## src/rtl/core/ksca_pkg.sv

```systemverilog
`timescale 1ns / 1ps
// -----------------------------------------------------------------------------
// ksca_pkg
// Shared types, constants and key table for the key scanner with click
// detection and autorepeat.
// -----------------------------------------------------------------------------
package ksca_pkg;

  // Field widths
  localparam int WORD_W      = 32;
  localparam int KEY_W       = 5;
  localparam int DELAY_W     = 16;
  localparam int CFG_IDX_W   = 1;
  localparam int TABLE_LEN   = 19;
  localparam int QUEUE_DEPTH = 2;

  // Defaults
  localparam int KEY_COUNT_DEF = 19;
  localparam logic [DELAY_W-1:0] FIRST_DELAY_RST = 16'd500;
  localparam logic [DELAY_W-1:0] NEXT_DELAY_RST  = 16'd175;

  // Configuration register indexes
  localparam logic [CFG_IDX_W-1:0] CFG_FIRST_DELAY = 1'd0;
  localparam logic [CFG_IDX_W-1:0] CFG_NEXT_DELAY  = 1'd1;

  // Request opcodes
  typedef enum logic {
    OP_SCAN   = 1'b0,
    OP_FORGET = 1'b1
  } opcode_t;

  // Key table: group select (1 = main word, 0 = low word) and mask
  localparam logic [TABLE_LEN-1:0] KEY_GROUP = 19'b00_11111111111111111;

  localparam logic [WORD_W-1:0] KEY_MASK [TABLE_LEN] = '{
    32'h4000_0000, 32'h2000_0000, 32'h1000_0000, 32'h0200_0000,
    32'h0100_0000, 32'h0020_0000, 32'h0010_0000, 32'h0008_0000,
    32'h0004_0000, 32'h0002_0000, 32'h0001_0000, 32'h0000_4000,
    32'h0000_2000, 32'h0000_1000, 32'h0000_0800, 32'h0000_0040,
    32'h0000_0020, 32'h0000_0003, 32'h0000_0001
  };

  // Request after classification, queued between front and back
  typedef struct packed {
    opcode_t               opcode;
    logic [TABLE_LEN-1:0]  down;
    logic [KEY_W-1:0]      pressed;
    logic [KEY_W-1:0]      clicked;
    logic [WORD_W-1:0]     now_ms;
  } scan_item_t;

  // Delay settings
  typedef struct packed {
    logic [DELAY_W-1:0] first_delay;
    logic [DELAY_W-1:0] next_delay;
  } delay_cfg_t;

  // Which table entries take part for a given key count
  function automatic logic [TABLE_LEN-1:0] key_enable(input int count);
    logic [TABLE_LEN-1:0] en;
    en = '0;
    for (int i = 0; i < TABLE_LEN; i++) begin
      en[i] = (i < count);
    end
    return en;
  endfunction

  // One bit per key: all mask bits low in its group's word
  function automatic logic [TABLE_LEN-1:0] key_down_vec(input logic [WORD_W-1:0] low_w,
                                                         input logic [WORD_W-1:0] main_w);
    logic [TABLE_LEN-1:0] v;
    v = '0;
    for (int i = 0; i < TABLE_LEN; i++) begin
      v[i] = ((KEY_GROUP[i] ? main_w : low_w) & KEY_MASK[i]) == '0;
    end
    return v;
  endfunction

  // 1-based index of the lowest set bit, 0 when none
  function automatic logic [KEY_W-1:0] first_key(input logic [TABLE_LEN-1:0] v);
    logic [KEY_W-1:0] k;
    k = '0;
    for (int i = TABLE_LEN - 1; i >= 0; i--) begin
      if (v[i]) k = KEY_W'(i + 1);
    end
    return k;
  endfunction

endpackage

```

## src/rtl/core/ksca_in_if.sv

```systemverilog
`timescale 1ns / 1ps
// -----------------------------------------------------------------------------
// ksca_in_if
// Scan request channel: valid/ready handshake with opcode, status words and
// time stamp.
// -----------------------------------------------------------------------------
interface ksca_in_if;
  import ksca_pkg::*;

  logic              valid;
  logic              ready;
  logic              opcode;
  logic [WORD_W-1:0] status_low_word;
  logic [WORD_W-1:0] status_main_word;
  logic [WORD_W-1:0] now_ms;

  modport source (output valid, opcode, status_low_word, status_main_word, now_ms,
                  input ready);
  modport sink   (input valid, opcode, status_low_word, status_main_word, now_ms,
                  output ready);
endinterface

```

## src/rtl/core/ksca_out_if.sv

```systemverilog
`timescale 1ns / 1ps
// -----------------------------------------------------------------------------
// ksca_out_if
// Result channel: valid/ready handshake with pressed, clicked and repeat keys.
// -----------------------------------------------------------------------------
interface ksca_out_if;
  import ksca_pkg::*;

  logic             valid;
  logic             ready;
  logic [KEY_W-1:0] pressed_key;
  logic [KEY_W-1:0] clicked_key;
  logic [KEY_W-1:0] repeat_key;

  modport source (output valid, pressed_key, clicked_key, repeat_key, input ready);
  modport sink   (input valid, pressed_key, clicked_key, repeat_key, output ready);
endinterface

```

## src/rtl/core/ksca_front.sv

```systemverilog
`timescale 1ns / 1ps
// -----------------------------------------------------------------------------
// ksca_front
// Accepts scan requests, decodes the key table against the new and previous
// status words and pushes the classified request into the queue.
// -----------------------------------------------------------------------------
module ksca_front #(
  parameter int KEY_COUNT = ksca_pkg::KEY_COUNT_DEF
) (
  input  logic                   clk,
  input  logic                   rst_n,
  ksca_in_if.sink                in_chan,
  output logic                   push_valid,
  input  logic                   push_ready,
  output ksca_pkg::scan_item_t   push_item
);
  import ksca_pkg::*;

  localparam int ACTIVE_KEYS = (KEY_COUNT < TABLE_LEN) ? KEY_COUNT : TABLE_LEN;
  localparam logic [TABLE_LEN-1:0] KEY_EN = key_enable(ACTIVE_KEYS);

  logic [WORD_W-1:0]    prev_low_r, prev_low_nxt;
  logic [WORD_W-1:0]    prev_main_r, prev_main_nxt;
  logic [TABLE_LEN-1:0] now_down;
  logic [TABLE_LEN-1:0] was_down;
  logic                 accept;
  opcode_t              op;

  assign op         = opcode_t'(in_chan.opcode);
  assign accept     = in_chan.valid && push_ready;
  assign push_valid = in_chan.valid;
  assign in_chan.ready = push_ready;

  // Key decode, current and previous scan
  assign now_down = key_down_vec(in_chan.status_low_word, in_chan.status_main_word) & KEY_EN;
  assign was_down = key_down_vec(prev_low_r, prev_main_r) & KEY_EN;

  always_comb begin
    push_item.opcode  = op;
    push_item.down    = now_down;
    push_item.pressed = first_key(now_down);
    push_item.clicked = first_key(now_down & ~was_down);
    push_item.now_ms  = in_chan.now_ms;
  end

  // Previous words follow every accepted scan, not a forget
  always_comb begin
    prev_low_nxt  = prev_low_r;
    prev_main_nxt = prev_main_r;
    if (accept && op == OP_SCAN) begin
      prev_low_nxt  = in_chan.status_low_word;
      prev_main_nxt = in_chan.status_main_word;
    end
  end

  always_ff @(posedge clk) begin
    if (!rst_n) begin
      prev_low_r  <= '0;
      prev_main_r <= '0;
    end else begin
      prev_low_r  <= prev_low_nxt;
      prev_main_r <= prev_main_nxt;
    end
  end

endmodule

```

## src/rtl/core/ksca_fifo.sv

```systemverilog
`timescale 1ns / 1ps
// -----------------------------------------------------------------------------
// ksca_fifo
// Short request queue between front and back so each side stalls on its own.
// -----------------------------------------------------------------------------
module ksca_fifo (
  input  logic                 clk,
  input  logic                 rst_n,
  input  logic                 push_valid,
  output logic                 push_ready,
  input  ksca_pkg::scan_item_t push_item,
  output logic                 pop_valid,
  input  logic                 pop_ready,
  output ksca_pkg::scan_item_t pop_item
);
  import ksca_pkg::*;

  localparam int PTR_W = $clog2(QUEUE_DEPTH);
  localparam int CNT_W = $clog2(QUEUE_DEPTH + 1);

  scan_item_t       mem_r [QUEUE_DEPTH];
  logic [PTR_W-1:0] wr_ptr_r, wr_ptr_nxt;
  logic [PTR_W-1:0] rd_ptr_r, rd_ptr_nxt;
  logic [CNT_W-1:0] cnt_r, cnt_nxt;
  logic             do_push, do_pop;

  assign push_ready = (cnt_r != CNT_W'(QUEUE_DEPTH));
  assign pop_valid  = (cnt_r != '0);
  assign pop_item   = mem_r[rd_ptr_r];
  assign do_push    = push_valid && push_ready;
  assign do_pop     = pop_valid && pop_ready;

  // Pointer and fill count
  always_comb begin
    wr_ptr_nxt = do_push ? wr_ptr_r + 1'b1 : wr_ptr_r;
    rd_ptr_nxt = do_pop  ? rd_ptr_r + 1'b1 : rd_ptr_r;
    cnt_nxt    = cnt_r + CNT_W'(do_push) - CNT_W'(do_pop);
  end

  always_ff @(posedge clk) begin
    if (!rst_n) begin
      wr_ptr_r <= '0;
      rd_ptr_r <= '0;
      cnt_r    <= '0;
    end else begin
      wr_ptr_r <= wr_ptr_nxt;
      rd_ptr_r <= rd_ptr_nxt;
      cnt_r    <= cnt_nxt;
    end
  end

  // Storage, no reset
  always_ff @(posedge clk) begin
    if (do_push) begin
      mem_r[wr_ptr_r] <= push_item;
    end
  end

endmodule

```

## src/rtl/core/ksca_back.sv

```systemverilog
`timescale 1ns / 1ps
// -----------------------------------------------------------------------------
// ksca_back
// Tracks the held key and event time, decides click and autorepeat events
// and registers the result for the output channel.
// -----------------------------------------------------------------------------
module ksca_back #(
  parameter int KEY_COUNT = ksca_pkg::KEY_COUNT_DEF
) (
  input  logic                 clk,
  input  logic                 rst_n,
  input  logic                 pop_valid,
  output logic                 pop_ready,
  input  ksca_pkg::scan_item_t pop_item,
  input  ksca_pkg::delay_cfg_t cfg,
  ksca_out_if.source           out_chan
);
  import ksca_pkg::*;

  localparam int ACTIVE_KEYS = (KEY_COUNT < TABLE_LEN) ? KEY_COUNT : TABLE_LEN;

  logic [KEY_W-1:0]  held_key_r, held_key_nxt;
  logic [WORD_W-1:0] last_event_r, last_event_nxt;
  logic              repeating_r, repeating_nxt;
  logic              out_valid_r, out_valid_nxt;
  logic [KEY_W-1:0]  pressed_r, pressed_nxt;
  logic [KEY_W-1:0]  clicked_r, clicked_nxt;
  logic [KEY_W-1:0]  repeat_r, repeat_nxt;

  logic              take;
  logic [31:0]       down_ext;
  logic              held_down;
  logic [WORD_W-1:0] diff;
  logic [DELAY_W-1:0] limit;
  logic              fire;

  assign pop_ready = !out_valid_r || out_chan.ready;
  assign take      = pop_valid && pop_ready;

  // Held key still pressed in this scan
  assign down_ext  = 32'(pop_item.down);
  assign held_down = (held_key_r != '0) && (held_key_r <= KEY_W'(ACTIVE_KEYS))
                     && down_ext[held_key_r - 1'b1];

  // Signed time since last event against the active delay
  assign diff  = pop_item.now_ms - last_event_r;
  assign limit = repeating_r ? cfg.next_delay : cfg.first_delay;
  assign fire  = !diff[WORD_W-1] && (diff > WORD_W'(limit));

  // Event decision and state update
  always_comb begin
    held_key_nxt   = held_key_r;
    last_event_nxt = last_event_r;
    repeating_nxt  = repeating_r;
    pressed_nxt    = pressed_r;
    clicked_nxt    = clicked_r;
    repeat_nxt     = repeat_r;
    out_valid_nxt  = out_valid_r;
    if (out_chan.ready) out_valid_nxt = 1'b0;
    if (take) begin
      out_valid_nxt = 1'b1;
      if (pop_item.opcode == OP_FORGET) begin
        held_key_nxt = '0;
        pressed_nxt  = '0;
        clicked_nxt  = '0;
        repeat_nxt   = '0;
      end else begin
        pressed_nxt = pop_item.pressed;
        clicked_nxt = pop_item.clicked;
        repeat_nxt  = '0;
        if (pop_item.clicked != '0) begin
          held_key_nxt   = pop_item.clicked;
          repeating_nxt  = 1'b0;
          last_event_nxt = pop_item.now_ms;
          repeat_nxt     = pop_item.clicked;
        end else if (held_down) begin
          if (fire) begin
            repeating_nxt  = 1'b1;
            last_event_nxt = pop_item.now_ms;
            repeat_nxt     = held_key_r;
          end
        end else begin
          held_key_nxt = '0;
        end
      end
    end
  end

  always_ff @(posedge clk) begin
    if (!rst_n) begin
      held_key_r   <= '0;
      last_event_r <= '0;
      repeating_r  <= 1'b0;
      out_valid_r  <= 1'b0;
    end else begin
      held_key_r   <= held_key_nxt;
      last_event_r <= last_event_nxt;
      repeating_r  <= repeating_nxt;
      out_valid_r  <= out_valid_nxt;
    end
  end

  // Result payload, no reset
  always_ff @(posedge clk) begin
    pressed_r <= pressed_nxt;
    clicked_r <= clicked_nxt;
    repeat_r  <= repeat_nxt;
  end

  assign out_chan.valid       = out_valid_r;
  assign out_chan.pressed_key = pressed_r;
  assign out_chan.clicked_key = clicked_r;
  assign out_chan.repeat_key  = repeat_r;

endmodule

```

## src/rtl/core/key_scan_click_autorepeat.sv

```systemverilog
`timescale 1ns / 1ps
// -----------------------------------------------------------------------------
// key_scan_click_autorepeat
// Key scanner with click detection and autorepeat, top level.
// -----------------------------------------------------------------------------
// Takes one scan request per clock cycle while the queue has room and returns
// one result per request, in order. A result is offered on the output channel
// after its request passes the two-entry queue that decouples the front, which
// decodes the key table, from the back, and then the back's result register.
// The back updates the held key and event time once per accepted request, which
// sets the sustained rate of one request per cycle while the output is ready.
// The user writes the delay registers through the cfg_ port only at an idle moment;
// the block does not enforce this. They come out of reset at 500 ms and 175 ms.
module key_scan_click_autorepeat #(
  parameter int KEY_COUNT = ksca_pkg::KEY_COUNT_DEF
) (
  input  logic                             clk,
  input  logic                             rst_n,
  ksca_in_if.sink                          in_chan,
  ksca_out_if.source                       out_chan,
  input  logic                             cfg_we,
  input  logic [ksca_pkg::CFG_IDX_W-1:0]   cfg_index,
  input  logic [ksca_pkg::DELAY_W-1:0]     cfg_wdata
);
  import ksca_pkg::*;

  delay_cfg_t cfg_r, cfg_nxt;
  logic       push_valid, push_ready;
  scan_item_t push_item;
  logic       pop_valid, pop_ready;
  scan_item_t pop_item;

  // Delay register writes
  always_comb begin
    cfg_nxt = cfg_r;
    if (cfg_we) begin
      case (cfg_index)
        CFG_FIRST_DELAY: cfg_nxt.first_delay = cfg_wdata;
        CFG_NEXT_DELAY:  cfg_nxt.next_delay  = cfg_wdata;
        default:         cfg_nxt = cfg_r;
      endcase
    end
  end

  always_ff @(posedge clk) begin
    if (!rst_n) begin
      cfg_r.first_delay <= FIRST_DELAY_RST;
      cfg_r.next_delay  <= NEXT_DELAY_RST;
    end else begin
      cfg_r <= cfg_nxt;
    end
  end

  ksca_front #(.KEY_COUNT(KEY_COUNT)) u_front (
    .clk        (clk),
    .rst_n      (rst_n),
    .in_chan    (in_chan),
    .push_valid (push_valid),
    .push_ready (push_ready),
    .push_item  (push_item)
  );

  ksca_fifo u_fifo (
    .clk        (clk),
    .rst_n      (rst_n),
    .push_valid (push_valid),
    .push_ready (push_ready),
    .push_item  (push_item),
    .pop_valid  (pop_valid),
    .pop_ready  (pop_ready),
    .pop_item   (pop_item)
  );

  ksca_back #(.KEY_COUNT(KEY_COUNT)) u_back (
    .clk       (clk),
    .rst_n     (rst_n),
    .pop_valid (pop_valid),
    .pop_ready (pop_ready),
    .pop_item  (pop_item),
    .cfg       (cfg_r),
    .out_chan  (out_chan)
  );

endmodule
```

## src/flat_wrapper.sv

```systemverilog
// flat-port wrapper written by rule: the top's interface ports become plain ports
module key_scan_click_autorepeat_flat import ksca_pkg::*;
#(
  parameter int KEY_COUNT = ksca_pkg::KEY_COUNT_DEF
)
  (clk, rst_n, cfg_we, cfg_index, cfg_wdata, in_chan_valid, in_chan_opcode, in_chan_status_low_word, in_chan_status_main_word, in_chan_now_ms, in_chan_ready, out_chan_valid, out_chan_pressed_key, out_chan_clicked_key, out_chan_repeat_key, out_chan_ready);
  ksca_in_if in_chan_i ();
  ksca_out_if out_chan_i ();
  input  logic clk;
  input  logic rst_n;
  input  logic cfg_we;
  input  logic [ksca_pkg::CFG_IDX_W-1:0] cfg_index;
  input  logic [ksca_pkg::DELAY_W-1:0] cfg_wdata;
  input wire logic [$bits(in_chan_i.valid)-1:0] in_chan_valid;
  input wire logic [$bits(in_chan_i.opcode)-1:0] in_chan_opcode;
  input wire logic [$bits(in_chan_i.status_low_word)-1:0] in_chan_status_low_word;
  input wire logic [$bits(in_chan_i.status_main_word)-1:0] in_chan_status_main_word;
  input wire logic [$bits(in_chan_i.now_ms)-1:0] in_chan_now_ms;
  output wire logic [$bits(in_chan_i.ready)-1:0] in_chan_ready;
  output wire logic [$bits(out_chan_i.valid)-1:0] out_chan_valid;
  output wire logic [$bits(out_chan_i.pressed_key)-1:0] out_chan_pressed_key;
  output wire logic [$bits(out_chan_i.clicked_key)-1:0] out_chan_clicked_key;
  output wire logic [$bits(out_chan_i.repeat_key)-1:0] out_chan_repeat_key;
  input wire logic [$bits(out_chan_i.ready)-1:0] out_chan_ready;
  assign in_chan_i.valid = in_chan_valid;
  assign in_chan_i.opcode = in_chan_opcode;
  assign in_chan_i.status_low_word = in_chan_status_low_word;
  assign in_chan_i.status_main_word = in_chan_status_main_word;
  assign in_chan_i.now_ms = in_chan_now_ms;
  assign in_chan_ready = in_chan_i.ready;
  assign out_chan_valid = out_chan_i.valid;
  assign out_chan_pressed_key = out_chan_i.pressed_key;
  assign out_chan_clicked_key = out_chan_i.clicked_key;
  assign out_chan_repeat_key = out_chan_i.repeat_key;
  assign out_chan_i.ready = out_chan_ready;
  key_scan_click_autorepeat #(.KEY_COUNT(KEY_COUNT)) u_core (.clk(clk), .rst_n(rst_n), .in_chan(in_chan_i), .out_chan(out_chan_i), .cfg_we(cfg_we), .cfg_index(cfg_index), .cfg_wdata(cfg_wdata));
endmodule
```

## config.mk

```make
export PLATFORM = sky130hd
export DESIGN_NAME = key_scan_click_autorepeat_flat
export DESIGN_NICKNAME = d
export VERILOG_FILES = /design/src/rtl/core/ksca_pkg.sv /design/src/rtl/core/ksca_in_if.sv /design/src/rtl/core/ksca_out_if.sv /design/src/rtl/core/ksca_front.sv /design/src/rtl/core/ksca_fifo.sv /design/src/rtl/core/ksca_back.sv /design/src/rtl/core/key_scan_click_autorepeat.sv /design/src/flat_wrapper.sv
export SDC_FILE = /design/constraint.sdc
export NUM_CORES = 1
export LEC_CHECK = 0
export ABC_AREA = 1
export BUFFER_PORTS_ARGS = -buffer_cell sky130_fd_sc_hd__buf_4
export CORE_UTILIZATION = 38
export CTS_CLUSTER_SIZE = 30
export DETAILED_ROUTE_END_ITERATION = 8
export PLACE_DENSITY_LB_ADDON = 0.12
export RECOVER_POWER = 25
export SLEW_MARGIN = 15
export SYNTH_ARGS = -nofsm -noshare
export SYNTH_HDL_FRONTEND = slang
export SYNTH_SLANG_ARGS = --single-unit
```

## constraint.sdc

```tcl
create_clock -name clk -period 4 [get_ports clk]
set_input_delay 0 -clock clk [delete_from_list [all_inputs] [get_ports clk]]
set_output_delay 0 -clock clk [all_outputs]
set_load 0.02 [all_outputs]
```

Yosys cells after proc, flatten, opt, wreduce, memory -nomap -nowiden
Memory sizes are Yosys's and may differ from the RTL's. A register that Yosys moved wholly into a read port is not among the register bits.
Cells that the tools add are included.
Storage, ports and cells
  flip-flop bits (word level): 123
  latch bits: 0
  memory bits (writable): 124
  bits in read-only memories: 0
  output and inout bits: 17
  memories: 1
Memory list
  u_core.u_fifo.mem_r: words 2, width 62, rd ports 1, clocked after Yosys merged registers in 1, wr ports 1, RTL line ksca_fifo.sv:21  | scan_item_t mem_r [QUEUE_DEPTH];
Operators by class
  add/subtract/negate cells: 6
  multiply operators: 0
  divide/modulo/power cells: 0
  $lt $le $gt $ge: 3
  equality and inequality tests: 2
  shift-type cells: 0
  multiplexer cells: 59
  bitwise logic cells: 5
  reduce and logical (&&, ||, !) cells: 57
Operators with widths (count)
  $logic_not A32 Y1: 38
  $mux W5: 44
  $mux W32: 3
  $gt A32 B16 Y1: 1
  $sub A32 B32 Y32: 1
  $and A19 B19 Y19: 1
  $not A19 Y19: 1
  $mux W16: 1
  $mux W1: 10
  $reduce_bool A5 Y1: 2
  $reduce_bool A2 Y1: 4
  $logic_and A1 B1 Y1: 6
  $lt A5 B6 Y1 const B: 1
  $reduce_and A2 Y1: 3
  $bmux W1 S5: 1
  $le A5 B5 Y1 const B: 1
  $sub A5 B1 Y5 const B: 1
  $reduce_and A4 Y1: 1
  $ne A3 B1 Y1 const B: 1
  $not A1 Y1: 3
  $add A1 B1 Y1 const B: 2
  $add A2 B1 Y2: 1
  $logic_not A1 Y1: 2
  $ne A2 B2 Y1 const B: 1
  other kinds (2): 2

Logic depth before layout (Yosys ltp)
  word-level depth: 22
  mapped depth: 37

Cells and area by module
Synthesis repeated with hierarchy kept, for this count alone.
Unflattened totals
  cells, all modules: 1515
  area, all modules: 13349.1 um^2
By module, submodules not included
  ksca_back: times used 1, cells each 902, area each 5691.7 um^2, sequential area each 1231.2 um^2
  ksca_fifo: times used 1, cells each 229, area each 5013.6 um^2, sequential area each 3823.7 um^2
  ksca_front: times used 1, cells each 222, area each 1375.1 um^2, sequential area each 380.4 um^2
  key_scan_click_autorepeat: times used 1, cells each 162, area each 1268.7 um^2, sequential area each 640.6 um^2

Least setup slack after synthesis
No wires, ideal clock.
  path kind: flip-flop to flip-flop
  from: register with a tool-made name
  to: register u_core.u_back.last_event_r[10]
  arrival: 4.101 ns
  required time: 3.886 ns
  path slack: -0.215 ns
  cell stages (with the launch flop): 33
  path through: dfxtp_1 buf_2 inv_2 buf_2 clkbuf_1 clkbuf_1 or2_2 o21ai_0 inv_1 ha_1 nand2_1 nand2_1 a21oi_2 nand2_4 a31oi_1 xnor2_1 ha_1 nand2_1 nor2_1 nand2_1 nor2_1 nand4_1 nand2_1 nand3_1 nor2_1 nand3_1 nor2_4 nand2_4 nand3_4 nand2_8 buf_6 nor2_1 nor2_2
RTL lines
  end signal, assigned: RTL line ksca_back.sv:97  | last_event_r <= last_event_nxt;
  end, declared: RTL line ksca_back.sv:23  | logic [WORD_W-1:0] last_event_r, last_event_nxt;

==> flow_metrics.tcl <==
set metrics [dict create \
    worstPathArrival_ns 4.57 \
    placed_cells 2148 \
    outcome "finished, violations left" \
    p_switching_mw 6.04 \
    antenna_left 0 \
    routed_wl_mm 33.3 \
    synth_cell_types 51 \
    start_util 0.391 \
    synth_top_cell_by_area "edfxtp_1" \
    insertion_delay_ns 0.53 \
    stdcell_area_mm2 0.0171 \
    power_frac_clock 0.161 \
    synth_top_area_share 0.325 \
    path_max_fanout 8 \
    vias_per_cell 4.63 \
    area_growth_pct 32.8 \
    path_class "reg2reg" \
    timing.slew.headroom 0.273 \
    h-tree-depth 1 \
    die_w_um 186 \
    clockBufferDepth 3 \
    num_antenna_cells 0 \
    synth_edf_count 139 \
    finalSetupViolCount 32 \
    violations "negative setup slack" \
    antenna_found_initial 0 \
    p_int_mw 7.89 \
    fill_cells 3192 \
    yosysSeqAreaShare 0.473 \
    met1_usage 0.251 \
    slowest_delay_ns 0.43 \
    finClkSkew_ns 0.0187 \
    routed-via-count 10700 \
    cts.reportedPaths.clkPinSlew_ns 0.06 \
    layout_setup_ws_ns -0.108 \
    p_sw_frac 0.434 \
    synth_area_per_cell_um2 8.11 \
    first_pass_iters 5 \
    die_height_um 186 \
    hp-class "in2reg" \
    row_count 66 \
    drive_gt1_frac 0.264 \
    synth-async-reset-ratio 0 \
    yosysWarnings 0 \
    cp.required_ns 4.46 \
    synth.cell_area_mm2 0.0129 \
    dpl_cell_area_mm2 0.0148 \
    period_share 1.03 \
    fp.coreArea_mm2 0.0329 \
    portBuffers 90 \
    synth_flop_cell "edfxtp_1" \
    vdd_drop_max_uv 403 \
    io_pins 136 \
    clock-root-buffer "clkbuf_16" \
    synth_nets 1757 \
    startpoint_type "flop" \
    die_area_mm2 0.0346 \
    busiest_layer "met2" \
    numCtsBuffers 27 \
    hpwl_mm 24.2 \
    drc_errors 0 \
    crit_top_cell "nand2_2" \
    layout.cells.non_filler 2310 \
    min_from "cfg_we" \
    use_met2 0.351 \
    wire_per_inst_um 14.4 \
    met3_usage 0.0231 \
    cts_tree "built" \
    multi_input_area_mm2 0.00637 \
    grt_max_degree 94 \
    fmax_mhz 243 \
    grt_pass1_wl_mm 53.4 \
    drv_slew 0 \
    grt_overflow 0 \
    leakagePower_nw 7.47 \
    endpoint_kind "flop" \
    drv_cap 0 \
    synth_cells 1584 \
    seq_area_mm2 0.00608 \
    seq_power_share 0.241 \
    place.gp.congestion 0.860 \
    rsz0062_at_grt "true" \
    combPwrFrac 0.598 \
    worst-slew-pin-transition_ns 1.09 \
    grt_pass1_vias 10600 \
    synthTopCellsByArea "edfxtp_1 (32%), dfxtp_1 (15%), nand2_1 (10%)" \
    drt_iter0_markers 517 \
    critPathSlowestCell "dfxtp_4" \
    globalRouteTotalUtil 0.197 \
    period_needed_ns 4.11 \
    pwr_density_cell_mw_per_mm2 816 \
    clock-sinks 234 \
    hold_viol_final 0 \
    synth-seq-cells 234 \
    nets 2021 \
]
-- layout make-up --
| cell class | instances | area share |
|---|---|---|
| repair inverters | 1 | 0.000367 |
| clock buffers | 38 | 0.0432 |
| repair buffers | 275 | 0.136 |
| inverters | 249 | 0.0554 |
| multi-input cells | 1060 | 0.373 |
| clock inverters | 11 | 0.00367 |
| well taps | 442 | 0.0324 |
| flip-flops and latches | 234 | 0.356 |
-- logic make-up (layout without fill, tap and decap cells) --
| group | after synthesis | count (layout) | synth area share |
|---|---|---|---|
| AO/OA/AOI/OAI | 200 | 200 | 0.0831 |
| XOR/XNOR | 19 | 19 | 0.0135 |
| adder cells (fa/ha/maj) | 54 | 54 | 0.0532 |
| buffers and inverters | 291 | 574 | 0.0943 |
| flip-flops | 234 | 234 | 0.473 |
| multiplexers | 17 | 17 | 0.0132 |
| AND/OR/NAND/NOR | 769 | 770 | 0.270 |
-- sequential cells by signal, indices dropped and copies added (netlist names), named ones only --
register                            flops
u_core.u_back.repeating_r               1
u_core.u_back.held_key_r                5
u_core.u_fifo.mem_r                   124
u_core.u_back.out_chan.pressed_key      5
u_core.u_fifo.rd_ptr_r                  1
u_core.u_front.prev_main_r             17
u_core.u_back.out_chan.repeat_key       5
u_core.u_fifo.cnt_r                     2
u_core.u_fifo.wr_ptr_r                  1
u_core.u_back.out_chan.valid            1
u_core.u_back.out_chan.clicked_key      5
u_core.u_back.last_event_r             32
u_core.u_front.prev_low_r               2
u_core.cfg_r                           32
-- power groups by stage --
stage | Clock (mW) | Sequential (mW) | Combinational (mW)
3_3_place_gp | 0 | 3.37 | 7.25
4_1_cts | 2.31 | 3.34 | 8.02
3_5_place_dp | 0 | 3.38 | 7.30
5_1_grt | 2.40 | 3.40 | 9.30
2_1_floorplan | 0 | 3.41 | 5.07
6_report | 2.25 | 3.35 | 8.32
-- cells in the mapped netlist, drive strengths merged, types with 3 or more instances --
cell type  count
o21ai        117
inv          249
xor2          15
xnor2          4
nand3         48
nand3b         3
or2           38
o211ai         7
nor3           7
a21oi         61
ha            53
mux2i         17
dfxtp         95
nand4         15
buf           22
nor2         224
a31oi          4
nand2        428
clkbuf        20
edfxtp       139
-- final timing paths --
check / to / slack [ns] / depth (start not counted)
max: u_core.u_back.last_event_r[3]$_SDFFE_PN0P_ / -0.11 / 30
min: u_core.cfg_r[11]$_SDFFE_PN0P_ / 0.04 / 5
max reg2reg: u_core.u_back.last_event_r[3]$_SDFFE_PN0P_ / -0.11 / 30
min reg2reg: u_core.u_front.prev_low_r[1]$_SDFFE_PN0P_ / 0.44 / 2
-- placed cells by master (no fill, tap or decap), drive strengths merged --
master	Yosys	final
a211oi	1	1
a21boi	1	1
a21o	2	2
a21oi	61	61
a311oi	1	1
a31oi	4	4
and2	2	2
and3	2	2
buf	22	150
clkbuf	20	83
clkinv	0	7
clkinvlp	0	2
dfxtp	95	95
dlygate4sd3	0	80
edfxtp	139	139
fa	1	1
ha	53	53
inv	249	252
mux2i	17	17
nand2	428	429
nand3	48	48
nand3b	3	3
nand4	15	15
nor2	224	224
nor3	7	7
nor4	2	2
o211ai	7	7
o21ai	117	117
o21bai	1	1
o22ai	1	1
o311ai	2	2
o31ai	2	2
or2	38	38
xnor2	4	4
xor2	15	15
-- worst max-delay path, delay by kind of cell, from the launching register on --
| kind | cells | cell delay, ns |
|---|---|---|
| adder cells (fa/ha/maj) | 2 | 0.58 |
| AND/OR/NAND/NOR | 19 | 1.96 |
| AO/OA/AOI/OAI | 3 | 0.46 |
| XOR/XNOR | 1 | 0.10 |
| flip-flops | 1 | 0.43 |
| buffers and inverters | 5 | 0.52 |
-- metal layers --
| metal | wire length, um | vias to the layer above |
|---|---|---|
| met2 | 16500 | 153 |
| li1 | - | 5582 |
| met4 | 724 | 0 |
| met5 | 0 | - |
| met1 | 15000 | 4922 |
| met3 | 1130 | 48 |
-- repair_timing --
action                                 CTS  global route
setup endpoints to repair               38            38
gates cloned                             4             1
resized for setup                       74            52
pin swaps                               36            37
setup buffers                           14            14
endpoints found under the hold margin  169             0
hold buffers                            80             0
-- metrics by stage --
step / TNS [ns] / setup slack [ns] / util / power (mW) / hold WS [ns]
detailed placement: -10.52 / -0.326 / 0.450 / 10.7 / 0.189
finish: -2.57 / -0.108 / 0.519 / 13.9 / 0.0435
CTS: -0.215 / -0.0302 / 0.513 / 13.7 / 0.0122
global placement: -7.68 / -0.244 / 0.450 / 10.6 / 0.186
global route: -10.71 / -0.342 / 0.519 / 15.1 / 0.0526
floorplan: 0 / 0.00224 / - / 8.48 / 0.0989
(Power assumes the default switching activity.)
